===== src/sv/lcdnw_pkg.sv =====
// lcdnw_pkg: shared types and constants of the character lcd nibble write sequencer
// no dependencies
`timescale 1ns / 1ps

package lcdnw_pkg;

   typedef enum logic [2:0] {
      CMD_INSTR  = 3'd0,
      CMD_CHAR   = 3'd1,
      CMD_BYTE3  = 3'd2,
      CMD_DEC    = 3'd3,
      CMD_CURSOR = 3'd4
   } cmd_type;

   typedef enum logic [2:0] {
      S_IDLE,
      S_SEND,
      S_WRAP,
      S_MINUS,
      S_DIG_RUN,
      S_DIG_SEND
   } state_type;

   localparam logic [7:0] LINE1_BASE  = 8'h80;
   localparam logic [7:0] LINE2_BASE  = 8'hC0;
   localparam logic [7:0] ASCII_ZERO  = 8'h30;
   localparam logic [7:0] ASCII_MINUS = 8'h2D;

   localparam logic [2:0] POW_ONES    = 3'd0;
   localparam logic [2:0] POW_HUNDRED = 3'd2;
   localparam logic [2:0] POW_TOP     = 3'd4;

   // control from the sequencer to the digit unit
   typedef struct packed {
      logic        load;
      logic [15:0] value;
      logic        run;
      logic [2:0]  pow_sel;
   } dig_ctl_type;

   // status from the digit unit
   typedef struct packed {
      logic       busy;
      logic [3:0] digit;
   } dig_sts_type;

   // one byte handed to the nibble emitter
   typedef struct packed {
      logic       valid;
      logic [7:0] data;
      logic       rs;
      logic       last;
   } emit_req_type;

   function automatic logic [13:0] pow10(input logic [2:0] sel);
      logic [13:0] p;
      unique case (sel)
         3'd0: p = 14'd1;
         3'd1: p = 14'd10;
         3'd2: p = 14'd100;
         3'd3: p = 14'd1000;
         3'd4: p = 14'd10000;
         default: p = 14'd1;
      endcase
      return p;
   endfunction

endpackage


===== src/sv/lcdnw_digit.sv =====
// lcdnw_digit: shared compare and subtract unit, one decimal digit by repeated subtraction
// depends on lcdnw_pkg
`timescale 1ns / 1ps

module lcdnw_digit (
   input  logic                  clock,
   input  logic                  reset,
   input  lcdnw_pkg::dig_ctl_type ctl,
   output lcdnw_pkg::dig_sts_type sts
);

   logic [15:0] rem_ff, rem_in;
   logic [3:0]  cnt_ff, cnt_in;
   logic [2:0]  pow_ff, pow_in;
   logic        busy_ff, busy_in;
   logic [15:0] pow_val;
   logic        ge;

   assign pow_val = {2'b00, lcdnw_pkg::pow10(pow_ff)};
   assign ge      = rem_ff >= pow_val;

   always_comb begin
      rem_in  = rem_ff;
      cnt_in  = cnt_ff;
      pow_in  = pow_ff;
      busy_in = busy_ff;
      if (ctl.load) begin
         rem_in = ctl.value;
      end
      if (ctl.run) begin
         cnt_in  = 4'd0;
         pow_in  = ctl.pow_sel;
         busy_in = 1'b1;
      end else if (busy_ff) begin
         if (ge) begin
            rem_in = rem_ff - pow_val;
            cnt_in = cnt_ff + 4'd1;
         end else begin
            busy_in = 1'b0;
         end
      end
   end

   always_ff @(posedge clock) begin
      if (reset) begin
         busy_ff <= 1'b0;
      end else begin
         busy_ff <= busy_in;
      end
      rem_ff <= rem_in;
      cnt_ff <= cnt_in;
      pow_ff <= pow_in;
   end

   assign sts.busy  = busy_ff;
   assign sts.digit = cnt_ff;

   a_digit_range: assert property (@(posedge clock) disable iff (reset)
      busy_ff && !ctl.run |-> cnt_ff <= 4'd9)
      else $error("digit count out of range");

endmodule


===== src/sv/lcdnw_emit.sv =====
// lcdnw_emit: splits one byte into a high then a low nibble beat on the result channel
// depends on lcdnw_pkg
`timescale 1ns / 1ps

module lcdnw_emit (
   input  logic                    clock,
   input  logic                    reset,
   input  lcdnw_pkg::emit_req_type req,
   output logic                    ready,
   output logic                    rsp_valid,
   input  logic                    rsp_ready,
   output logic [3:0]              rsp_nibble,
   output logic                    rsp_register_select,
   output logic                    rsp_last
);

   logic [7:0] data_ff;
   logic       rs_ff;
   logic       last_ff;
   logic       full_ff, full_in;
   logic       low_ff, low_in;
   logic       take;

   assign ready = !full_ff;
   assign take  = req.valid && !full_ff;

   always_comb begin
      full_in = full_ff;
      low_in  = low_ff;
      if (take) begin
         full_in = 1'b1;
         low_in  = 1'b0;
      end else if (full_ff && rsp_ready) begin
         if (low_ff) begin
            full_in = 1'b0;
         end else begin
            low_in = 1'b1;
         end
      end
   end

   always_ff @(posedge clock) begin
      if (reset) begin
         full_ff <= 1'b0;
         low_ff  <= 1'b0;
      end else begin
         full_ff <= full_in;
         low_ff  <= low_in;
      end
      if (take) begin
         data_ff <= req.data;
         rs_ff   <= req.rs;
         last_ff <= req.last;
      end
   end

   assign rsp_valid           = full_ff;
   assign rsp_nibble          = low_ff ? data_ff[3:0] : data_ff[7:4];
   assign rsp_register_select = rs_ff;
   assign rsp_last            = low_ff && last_ff;

   a_last_low_only: assert property (@(posedge clock) disable iff (reset)
      rsp_valid && !low_ff |-> !rsp_last)
      else $error("last flagged on a high nibble");

endmodule


===== src/sv/char_lcd_nibble_write_sequencer.sv =====
// char_lcd_nibble_write_sequencer: top level, request decoder and byte sequencer
// depends on lcdnw_pkg, lcdnw_digit, lcdnw_emit
//
// usage:
//   req_ channel: one request beat per command (instruction byte, character,
//   three-digit byte, signed decimal, cursor move). req_ready is high only
//   while the sequencer is idle; it goes idle once the last byte of a request
//   is loaded into the nibble emitter, so the next request can overlap it.
//   rsp_ channel: one beat per nibble, high nibble first, rsp_last on the
//   final nibble of a request. unknown commands give no beats.
//   each byte is loaded into the nibble emitter and then leaves as two
//   rsp beats; the emitter takes no new byte until both beats are taken.
//   numbers are converted digit by digit in a shared subtract unit, each
//   digit by repeated subtraction, so a larger digit takes longer; the
//   leading zeros of a signed decimal are suppressed, and it gives up to
//   six bytes, a three-digit byte always three.
//   reset clears the string character count and the wrap flag and empties
//   the emitter. when the receiver stalls, the current nibble is held and
//   the sequencer waits; nothing is dropped.
`timescale 1ns / 1ps

module char_lcd_nibble_write_sequencer #(
   parameter int LINE_CHARS = 16
) (
   input  logic        clock,
   input  logic        reset,
   input  logic        req_valid,
   output logic        req_ready,
   input  logic [2:0]  req_command,
   input  logic [7:0]  req_byte_value,
   input  logic signed [15:0] req_number_value,
   input  logic [1:0]  req_row,
   input  logic [4:0]  req_column,
   input  logic        req_string_start,
   output logic        rsp_valid,
   input  logic        rsp_ready,
   output logic [3:0]  rsp_nibble,
   output logic        rsp_register_select,
   output logic        rsp_last
);

   localparam int CW = $clog2(LINE_CHARS + 1);

   lcdnw_pkg::state_type    state_ff, state_in;
   logic [7:0]              byte_ff, byte_in;
   logic                    rs_ff, rs_in;
   logic [2:0]              pow_ff, pow_in;
   logic                    started_ff, started_in;
   logic [CW-1:0]           count_ff, count_in;
   logic                    wrapped_ff, wrapped_in;

   lcdnw_pkg::dig_ctl_type  dig_ctl;
   lcdnw_pkg::dig_sts_type  dig_sts;
   lcdnw_pkg::emit_req_type emit_req;
   logic                    emit_ready;

   logic                    accept;
   logic [CW-1:0]           count0;
   logic                    wrapped0;
   logic [15:0]             mag;
   logic                    col_ok;
   logic [7:0]              cursor_addr;
   logic                    suppress;

   assign req_ready = state_ff == lcdnw_pkg::S_IDLE;
   assign accept    = req_valid && req_ready;

   assign count0   = req_string_start ? '0 : count_ff;
   assign wrapped0 = req_string_start ? 1'b0 : wrapped_ff;
   assign mag      = req_number_value[15] ? 16'd0 - 16'(req_number_value)
                                          : 16'(req_number_value);
   assign col_ok   = (req_column != 5'd0) && ({1'b0, req_column} <= 6'(LINE_CHARS));
   always_comb begin
      if (!col_ok || (req_row != 2'd1 && req_row != 2'd2)) begin
         cursor_addr = lcdnw_pkg::LINE1_BASE;
      end else if (req_row == 2'd1) begin
         cursor_addr = lcdnw_pkg::LINE1_BASE + {3'b000, req_column} - 8'd1;
      end else begin
         cursor_addr = lcdnw_pkg::LINE2_BASE + {3'b000, req_column} - 8'd1;
      end
   end

   assign suppress = !started_ff && (dig_sts.digit == 4'd0) &&
                     (pow_ff != lcdnw_pkg::POW_ONES);

   always_comb begin
      state_in   = state_ff;
      byte_in    = byte_ff;
      rs_in      = rs_ff;
      pow_in     = pow_ff;
      started_in = started_ff;
      count_in   = count_ff;
      wrapped_in = wrapped_ff;
      dig_ctl    = '0;
      emit_req   = '0;
      unique case (state_ff)
         lcdnw_pkg::S_IDLE: begin
            if (accept) begin
               unique case (lcdnw_pkg::cmd_type'(req_command))
                  lcdnw_pkg::CMD_INSTR: begin
                     byte_in  = req_byte_value;
                     rs_in    = 1'b0;
                     state_in = lcdnw_pkg::S_SEND;
                  end
                  lcdnw_pkg::CMD_CHAR: begin
                     byte_in    = req_byte_value;
                     rs_in      = 1'b1;
                     count_in   = count0;
                     wrapped_in = wrapped0;
                     state_in   = lcdnw_pkg::S_SEND;
                     if (count0 >= CW'(LINE_CHARS)) begin
                        if (!wrapped0) begin
                           wrapped_in = 1'b1;
                           state_in   = lcdnw_pkg::S_WRAP;
                        end
                     end else begin
                        count_in = count0 + 1'b1;
                     end
                  end
                  lcdnw_pkg::CMD_BYTE3: begin
                     dig_ctl.load    = 1'b1;
                     dig_ctl.value   = {8'd0, req_byte_value};
                     dig_ctl.run     = 1'b1;
                     dig_ctl.pow_sel = lcdnw_pkg::POW_HUNDRED;
                     pow_in          = lcdnw_pkg::POW_HUNDRED;
                     started_in      = 1'b1;
                     state_in        = lcdnw_pkg::S_DIG_RUN;
                  end
                  lcdnw_pkg::CMD_DEC: begin
                     dig_ctl.load    = 1'b1;
                     dig_ctl.value   = mag;
                     dig_ctl.run     = 1'b1;
                     dig_ctl.pow_sel = lcdnw_pkg::POW_TOP;
                     pow_in          = lcdnw_pkg::POW_TOP;
                     started_in      = 1'b0;
                     state_in        = req_number_value[15] ? lcdnw_pkg::S_MINUS
                                                            : lcdnw_pkg::S_DIG_RUN;
                  end
                  lcdnw_pkg::CMD_CURSOR: begin
                     byte_in  = cursor_addr;
                     rs_in    = 1'b0;
                     state_in = lcdnw_pkg::S_SEND;
                  end
                  default: begin
                     state_in = lcdnw_pkg::S_IDLE;
                  end
               endcase
            end
         end
         lcdnw_pkg::S_SEND: begin
            emit_req = '{valid: 1'b1, data: byte_ff, rs: rs_ff, last: 1'b1};
            if (emit_ready) begin
               state_in = lcdnw_pkg::S_IDLE;
            end
         end
         lcdnw_pkg::S_WRAP: begin
            emit_req = '{valid: 1'b1, data: lcdnw_pkg::LINE2_BASE, rs: 1'b0, last: 1'b0};
            if (emit_ready) begin
               state_in = lcdnw_pkg::S_SEND;
            end
         end
         lcdnw_pkg::S_MINUS: begin
            emit_req = '{valid: 1'b1, data: lcdnw_pkg::ASCII_MINUS, rs: 1'b1, last: 1'b0};
            if (emit_ready) begin
               state_in = lcdnw_pkg::S_DIG_RUN;
            end
         end
         lcdnw_pkg::S_DIG_RUN: begin
            if (!dig_sts.busy) begin
               if (suppress) begin
                  // leading zero, move on to the next power
                  pow_in          = pow_ff - 3'd1;
                  dig_ctl.run     = 1'b1;
                  dig_ctl.pow_sel = pow_ff - 3'd1;
               end else begin
                  started_in = 1'b1;
                  state_in   = lcdnw_pkg::S_DIG_SEND;
               end
            end
         end
         lcdnw_pkg::S_DIG_SEND: begin
            emit_req = '{valid: 1'b1,
                         data: lcdnw_pkg::ASCII_ZERO + {4'd0, dig_sts.digit},
                         rs: 1'b1,
                         last: pow_ff == lcdnw_pkg::POW_ONES};
            if (emit_ready) begin
               if (pow_ff == lcdnw_pkg::POW_ONES) begin
                  state_in = lcdnw_pkg::S_IDLE;
               end else begin
                  pow_in          = pow_ff - 3'd1;
                  dig_ctl.run     = 1'b1;
                  dig_ctl.pow_sel = pow_ff - 3'd1;
                  state_in        = lcdnw_pkg::S_DIG_RUN;
               end
            end
         end
         default: begin
            state_in = lcdnw_pkg::S_IDLE;
         end
      endcase
   end

   always_ff @(posedge clock) begin
      if (reset) begin
         state_ff   <= lcdnw_pkg::S_IDLE;
         count_ff   <= '0;
         wrapped_ff <= 1'b0;
      end else begin
         state_ff   <= state_in;
         count_ff   <= count_in;
         wrapped_ff <= wrapped_in;
      end
      byte_ff    <= byte_in;
      rs_ff      <= rs_in;
      pow_ff     <= pow_in;
      started_ff <= started_in;
   end

   lcdnw_digit u_digit (
      .clock (clock),
      .reset (reset),
      .ctl   (dig_ctl),
      .sts   (dig_sts)
   );

   lcdnw_emit u_emit (
      .clock               (clock),
      .reset               (reset),
      .req                 (emit_req),
      .ready               (emit_ready),
      .rsp_valid           (rsp_valid),
      .rsp_ready           (rsp_ready),
      .rsp_nibble          (rsp_nibble),
      .rsp_register_select (rsp_register_select),
      .rsp_last            (rsp_last)
   );

   a_count_bound: assert property (@(posedge clock) disable iff (reset)
      count_ff <= CW'(LINE_CHARS))
      else $error("string count above line length");

   a_wrap_full_line: assert property (@(posedge clock) disable iff (reset)
      wrapped_ff |-> count_ff == CW'(LINE_CHARS))
      else $error("wrap flag set before the line filled");

   a_digit_ready: assert property (@(posedge clock) disable iff (reset)
      state_ff == lcdnw_pkg::S_DIG_SEND |-> !dig_sts.busy)
      else $error("digit sent while the unit is busy");

endmodule

===== config.mk =====
export PLATFORM = sky130hd
export DESIGN_NAME = char_lcd_nibble_write_sequencer
export DESIGN_NICKNAME = d
export VERILOG_FILES = /design/src/sv/lcdnw_pkg.sv /design/src/sv/lcdnw_digit.sv /design/src/sv/lcdnw_emit.sv /design/src/sv/char_lcd_nibble_write_sequencer.sv
export SDC_FILE = /design/constraint.sdc
export NUM_CORES = 1
export LEC_CHECK = 0
export ABC_CLOCK_PERIOD_IN_PS = 5900
export BUFFER_PORTS_ARGS = -buffer_cell sky130_fd_sc_hd__buf_2
export CORE_MARGIN = 2
export CORE_UTILIZATION = 45
export DETAILED_ROUTE_END_ITERATION = 16
export PLACE_DENSITY = 0.76
export SLEW_MARGIN = 25
export SYNTH_ARGS = -nofsm -noshare
export SYNTH_HDL_FRONTEND = slang
export SYNTH_SLANG_ARGS = --single-unit

===== constraint.sdc =====
create_clock -name clock -period 5.9 [get_ports clock]
set_input_delay 0.59 -clock clock [delete_from_list [all_inputs] [get_ports clock]]
set_output_delay 0.59 -clock clock [all_outputs]
set_load 0.02 [all_outputs]

; Word level (Yosys, flattened, before mapping)
; Index checks and enable logic that the tools add are counted.
[totals]
register_bits = 58
memories = 0
latch_bits = 0
elab_cells = 145
ram_bits = 0
input_bits = 39
output_inout_bits = 8
rom_bits = 0
[classes]
bitwise_logic = 0
reduce_logical = 35
n_eq_ne = 26
addsub = 10
div = 0
order_cmp = 3
multipliers = 0
shifts = 0
muxes = 55
[ops]
columns = cell, n
row1 = 2-to-1 mux 16 bit, 5
row2 = case mux 14 bit (4 select lines), 1
row3 = case mux 11 bit (4 select lines), 1
row4 = 2-to-1 mux 3 bit, 14
row5 = case mux 21 bit (2 select lines), 1
row6 = 2-to-1 mux 21 bit, 1
row7 = 2-to-1 mux 4 bit, 5
row8 = == test 3 x 2 -> 1 bit (second input constant), 6
row9 = inequality test 2 bit (second input constant), 9
row10 = case mux 3 bit (6 select lines), 1
row11 = 2-to-1 mux 17 bit, 1
row12 = greater-or-equal comparator 16 x 14 -> 1 bit, 1
row13 = 2-to-1 mux 8 bit, 2
row14 = case mux 8 bit (2 select lines), 1
row15 = subtractor 1 x 16 -> 16 bit (first input constant), 1
row16 = subtractor 16 x 14 -> 16 bit, 1
row17 = subtractor 8 x 1 -> 8 bit (second input constant), 2
row18 = AND reduction 7 bit, 2
row19 = == test 3 bit (second input constant), 4
row20 = case mux 3 bit (4 select lines), 1
row21 = case mux 4 bit (3 select lines), 1
row22 = 2-to-1 mux 1 bit, 11
row23 = 2-to-1 mux 5 bit, 2
row24 = nonzero test 2 bit, 5
row25 = 27 further kinds, 50

; Depth between registers and ports, before layout
[depth]
depth_word = 9
ltp_mapped = 12
ltp_nobuf = 10

; By module
; A second synthesis with hierarchy kept.
[hier_totals]
hier_cells = 489
area_unflattened_um2 = 4290.4
[modules_own_cells]
columns = module, n_inst, cells_per_inst, area_each_um2
row1 = char_lcd_nibble_write_sequencer, 1, 257, 2034.5
row2 = lcdnw_digit, 1, 207, 1800.5
row3 = lcdnw_emit, 1, 25, 455.4

; Least setup slack after synthesis
; No wires, ideal clock.
[synth_path]
path_type = register to register
start = reg u_digit.pow_ff[1]
end = reg u_digit.rem_ff[11]
stages_incl_launch_ff = 10
path_slack_ns = 3.109
setup_ns = 0.096
t_arrival_ns = 2.696
cell_sequence = edfxtp_1 -> nor2_1 -> o21ai_0 -> fa_1 -> nand2b_1 -> a211oi_2 -> o21ai_1 -> a21oi_1 -> nand3_1 -> o311ai_1
[synth_via]
elab_chain_cells = 6
elab_cells_between_ends = 10
cone_classes = 1 x add/sub / 1 x order compare / 4 x eq/ne / 4 x mux
[synth_lines]
columns = item, line
row1 = from (decl), lcdnw_digit.sv:14  ; logic [2:0] pow_ff, pow_in;
row2 = from (signal assigned), lcdnw_digit.sv:52  ; pow_ff <= pow_in;
row3 = "== test 3 bit, or another cell as far along", lcdnw_pkg.sv:57  ; unique case (sel)
row4 = case mux 14 bit (4 select lines) *, lcdnw_pkg.sv:57
row5 = subtractor 16 x 14 -> 16 bit / greater-or-equal comparator 16 x 14 -> 1 bit (equally long branches), "lcdnw_digit.sv:36, lcdnw_digit.sv:20"
row6 = 2-to-1 mux 16 bit *, lcdnw_digit.sv:35  ; if (ge) begin
row7 = 2-to-1 mux 16 bit *, lcdnw_digit.sv:34  ; end else if (busy_ff) begin
row8 = 2-to-1 mux 16 bit *, lcdnw_digit.sv:30  ; if (ctl.run) begin
row9 = named net u_digit.rem_in[11], lcdnw_digit.sv:12  ; logic [15:0] rem_ff, rem_in;
row10 = to (signal assigned), lcdnw_digit.sv:50  ; rem_ff <= rem_in;
row11 = to (decl), lcdnw_digit.sv:12
; Mark *: on every way through the listed nets, which the timed path passes. The rest lies on a longest branch.
; A chain may end at the register's enable or synchronous reset.

; Worst setup path after layout
[layout_path]
start = reg u_digit.pow_ff[1]
end = reg u_digit.rem_ff[12]
; The elaborated chain is that of the path after synthesis.

==> results.txt <==
The area growth from synthesis to layout came out at 12.3%. STA classifies the critical path startpoint as a register. The combined global-route utilization of all metal layers came out at 21.9%. The count of buffers added on input and output ports is 46. The proportion of synthesized flip-flops having asynchronous set or reset came out at 0%. After synthesis the cells add up to 4130 sq um. At the pin with the least slew margin, the transition time is 1.00 ns. In the final layout, flip-flops and latches occupy 1420 sq um. In this run the static leakage power is 0.00182 uW. Setup repair after global routing left no endpoint under its margin.

Yosys attributes the largest share of cell area to edfxtp_1 19%, dfxtp_1 15%, ha_1 6.1%, a21oi_1 4.7%, o21ai_0 4.6%. The number of fill cells in the layout is 798. The synthesized netlist net count came out at 545. For this design, the CTS-stage hold fixing added 0 buffers. At the end of the flow the core is filled with cells to 52.7%. The warning count from the yosys run came out at 0. The number of antenna violations at the first check in global routing is 0. The wire length of the first global-routing pass came out at 17.5 mm. Dividing the detail-routed wire length by the instance count gives 16.2 um. TritonCTS built the clock tree. After detailed routing, the number of remaining DRC violations is 0. The cell at the root of the clock tree is clkbuf_8. Based on the critical path, the design can be clocked at up to 0.286 GHz. Cells with a size suffix above 1 make up 15.6% of the layout. No sink is reached through more buffers than the 2 on the longest clock path. Post-CTS timing repair inserted 0 buffers for setup. The number of sinks driven by the clock tree is 58. The total wire length is 10.3 mm.

The dominant synthesized flop cell is dfxtp_1. The number of pins exceeding their max-slew limit in the final report came out at 0. The largest fanout of any net on the critical path is 19.

The start-to-end type of the worst setup path is register to register. The overflow left after global routing is 0. The average cell area after synthesis came out at 8.52 sq um. After synthesis, flip-flops and latches occupy 34.4% of the total area. The max-cap violation count came out at 0. The count of final hold-check violations came out at 0. The count of placed standard cells including taps came out at 619. The final net count came out at 582.

The number of nets with antenna violations after routing came out at 0. The post-detailed-placement cell area came out at 4420 sq um. The H-tree was split into 3 levels. The flow ran to the end, and the final reports show no timing, DRC or antenna violations. The time the worst path needs with I/O delays and setup is 3.50 ns. The number of antenna repair diodes came out at 0.

The final setup TNS came out at 0 ns. In this run, synthesis inferred 26 flip-flops with an integrated enable. The post-synthesis cell type count came out at 69. The power per cell area came out at 459 nW/um^2. Summing over every cut layer, the via total after detailed routing is 3,867. The synthesized flop and latch total came out at 58. The number of clock buffers inserted by TritonCTS is 9. The average vias per placed instance is 6.09.

The starting DRC count in detailed routing came out at 373. The combined area of the multi-input logic cells came out at 2540 sq um. In this run the worst hold path is classified as register to register. Once layout is done, the placed cells without fillers occupy 4640 sq um.

The synthesized instance count came out at 485. Measured along the y axis, the die boundary spans 99.8 um. The setup slack of the worst register-to-register path is 2.40 ns. The number of placed I/O pins is 47.

The effective utilization at floorplan came out at 46.9%. The congestion estimate from routability-driven global placement came to 0.909. The total die area is 9970 sq um. The normalized max-slew margin came out at 33.1%.

The sort of element at the end of the critical path is a register. The required time at the endpoint of the critical path is 6.12 ns. The detailed placement HPWL is 7.83 mm. The first-pass iteration count of the detailed router is 5. The number of standard cells in the layout, taps in and fillers out came out at 635. The area share of the largest cell type after synthesis is 18.9%. The standard cell core area came out at 8810 sq um. The highest ir drop seen on vdd came out at 0.174 mV. The clock transition at the registers of the reported paths is 0.08 ns. The floorplan has 34 rows.

After layout, the design draws a total of 2130 uW. The final critical path takes up 59.3% of the cycle. The top cell type by total area after synthesis is edfxtp_1. The pin count of the biggest net entering global routing came out at 25. In this run the horizontal extent of the chip is 99.8 um. At the later pin of the worst-skew pair, clock insertion delay measures 0.34 ns. The final setup violation count is 0. The number of global-route vias before repair is 3,628. For the final database, setup skew stands at 0.00951 ns. The library cells used most frequently in the layout, excluding fill and tap cells, are 46 x nor2_1, 46 x nand2_1, 46 x buf_2, 39 x a21oi_1, 38 x o21ai_0.

The post-CTS resize count is 0. STA puts the critical path data arrival time at 3.72 ns.
## state kept, by name (all words and copies together), names as in the netlist, 3 cells and up
| signal | cells |
|---|---|
| u_digit.pow_ff | 3 |
| pow_ff | 3 |
| state_ff | 3 |
| u_emit.data_ff | 8 |
| u_digit.rem_ff | 16 |
| count_ff | 5 |
| u_digit.cnt_ff | 4 |
| byte_ff | 8 |
## per-stage QoR
stage	hold slack (ns)	worst slack [ns]
after CTS	0.489	2.39
final	0.482	2.40
after floorplan	0.454	3.11
after global routing	0.522	2.06
after detailed placement	0.479	2.41
after global placement	0.471	2.56
## layout make-up
| cell class | count | area share, % |
|---|---|---|
| clock buffers | 9 | 2.67 |
| clock inverters | 7 | 2.02 |
| inverters | 23 | 1.86 |
| multi-input cells | 383 | 54.8 |
| flip-flops and latches | 58 | 30.6 |
| well taps | 108 | 2.91 |
| repair buffers | 47 | 5.12 |
## report_power, final
part           switching [uW]  total (uW)  internal [uW]
registers                 112         663            551
clock network             170         407            237
logic                     636        1060            427
## kinds of logic (layout without fill, tap and decap cells)
kind of cell               Yosys count  count (layout)  share of synthesized area (%)
muxes                               15              15                           3.81
buffers and inverters               44              86                           4.18
xor gates and xnor gates            28              28                           6.26
adders and majority gates           21              21                           6.54
and+or+nand+nor                    172             172                           21.2
DFF                                 58              58                           34.4
AOI/OAI and AO/OA                  147             147                           23.7
## synthesized netlist by cell type (all sizes together), types with 9 or more instances
cell / count
nor2b: 13
nor2: 46
o21ai: 41
a21oi: 40
nor3: 9
clkbuf: 13
dfxtp: 32
xnor2: 16
inv: 23
nand2: 46
nand2b: 10
ha: 20
xor2: 11
mux2i: 9
edfxtp: 26
a211oi: 12
## layer usage
metal	vias to the layer above	global-route usage, %	wire length (um)
met3	31	4.25	688
li1	1873	-	-
met1	1804	29.6	4740
met5	-	0	0
met4	0	8.22	335
met2	159	35.1	4540
## critical path, stage by stage (launching register included)
cell and delay [ns]:
edfxtp_1 0.44, nor2_1 0.33, o21ai_0 0.26, fa_1 0.45, nand2b_1 0.21, a211oi_2 0.30
o21ai_1 0.21, a21oi_2 0.76, o2111a_1 0.31, o221ai_1 0.11
## final timing paths
check / end / depth (start not counted) / start
worst min-delay path: count_ff[2]$_SDFFE_PP0P_ / 2 / count_ff[2]$_SDFFE_PP0P_
worst min register to register: count_ff[2]$_SDFFE_PP0P_ / 2 / count_ff[2]$_SDFFE_PP0P_
worst max-delay path: u_digit.rem_ff[12]$_DFF_P_ / 9 / u_digit.pow_ff[1]$_DFFE_PP_
worst max register to register: u_digit.rem_ff[12]$_DFF_P_ / 9 / u_digit.pow_ff[1]$_DFFE_PP_
No activity file was read; power rests on OpenSTA's default activity.
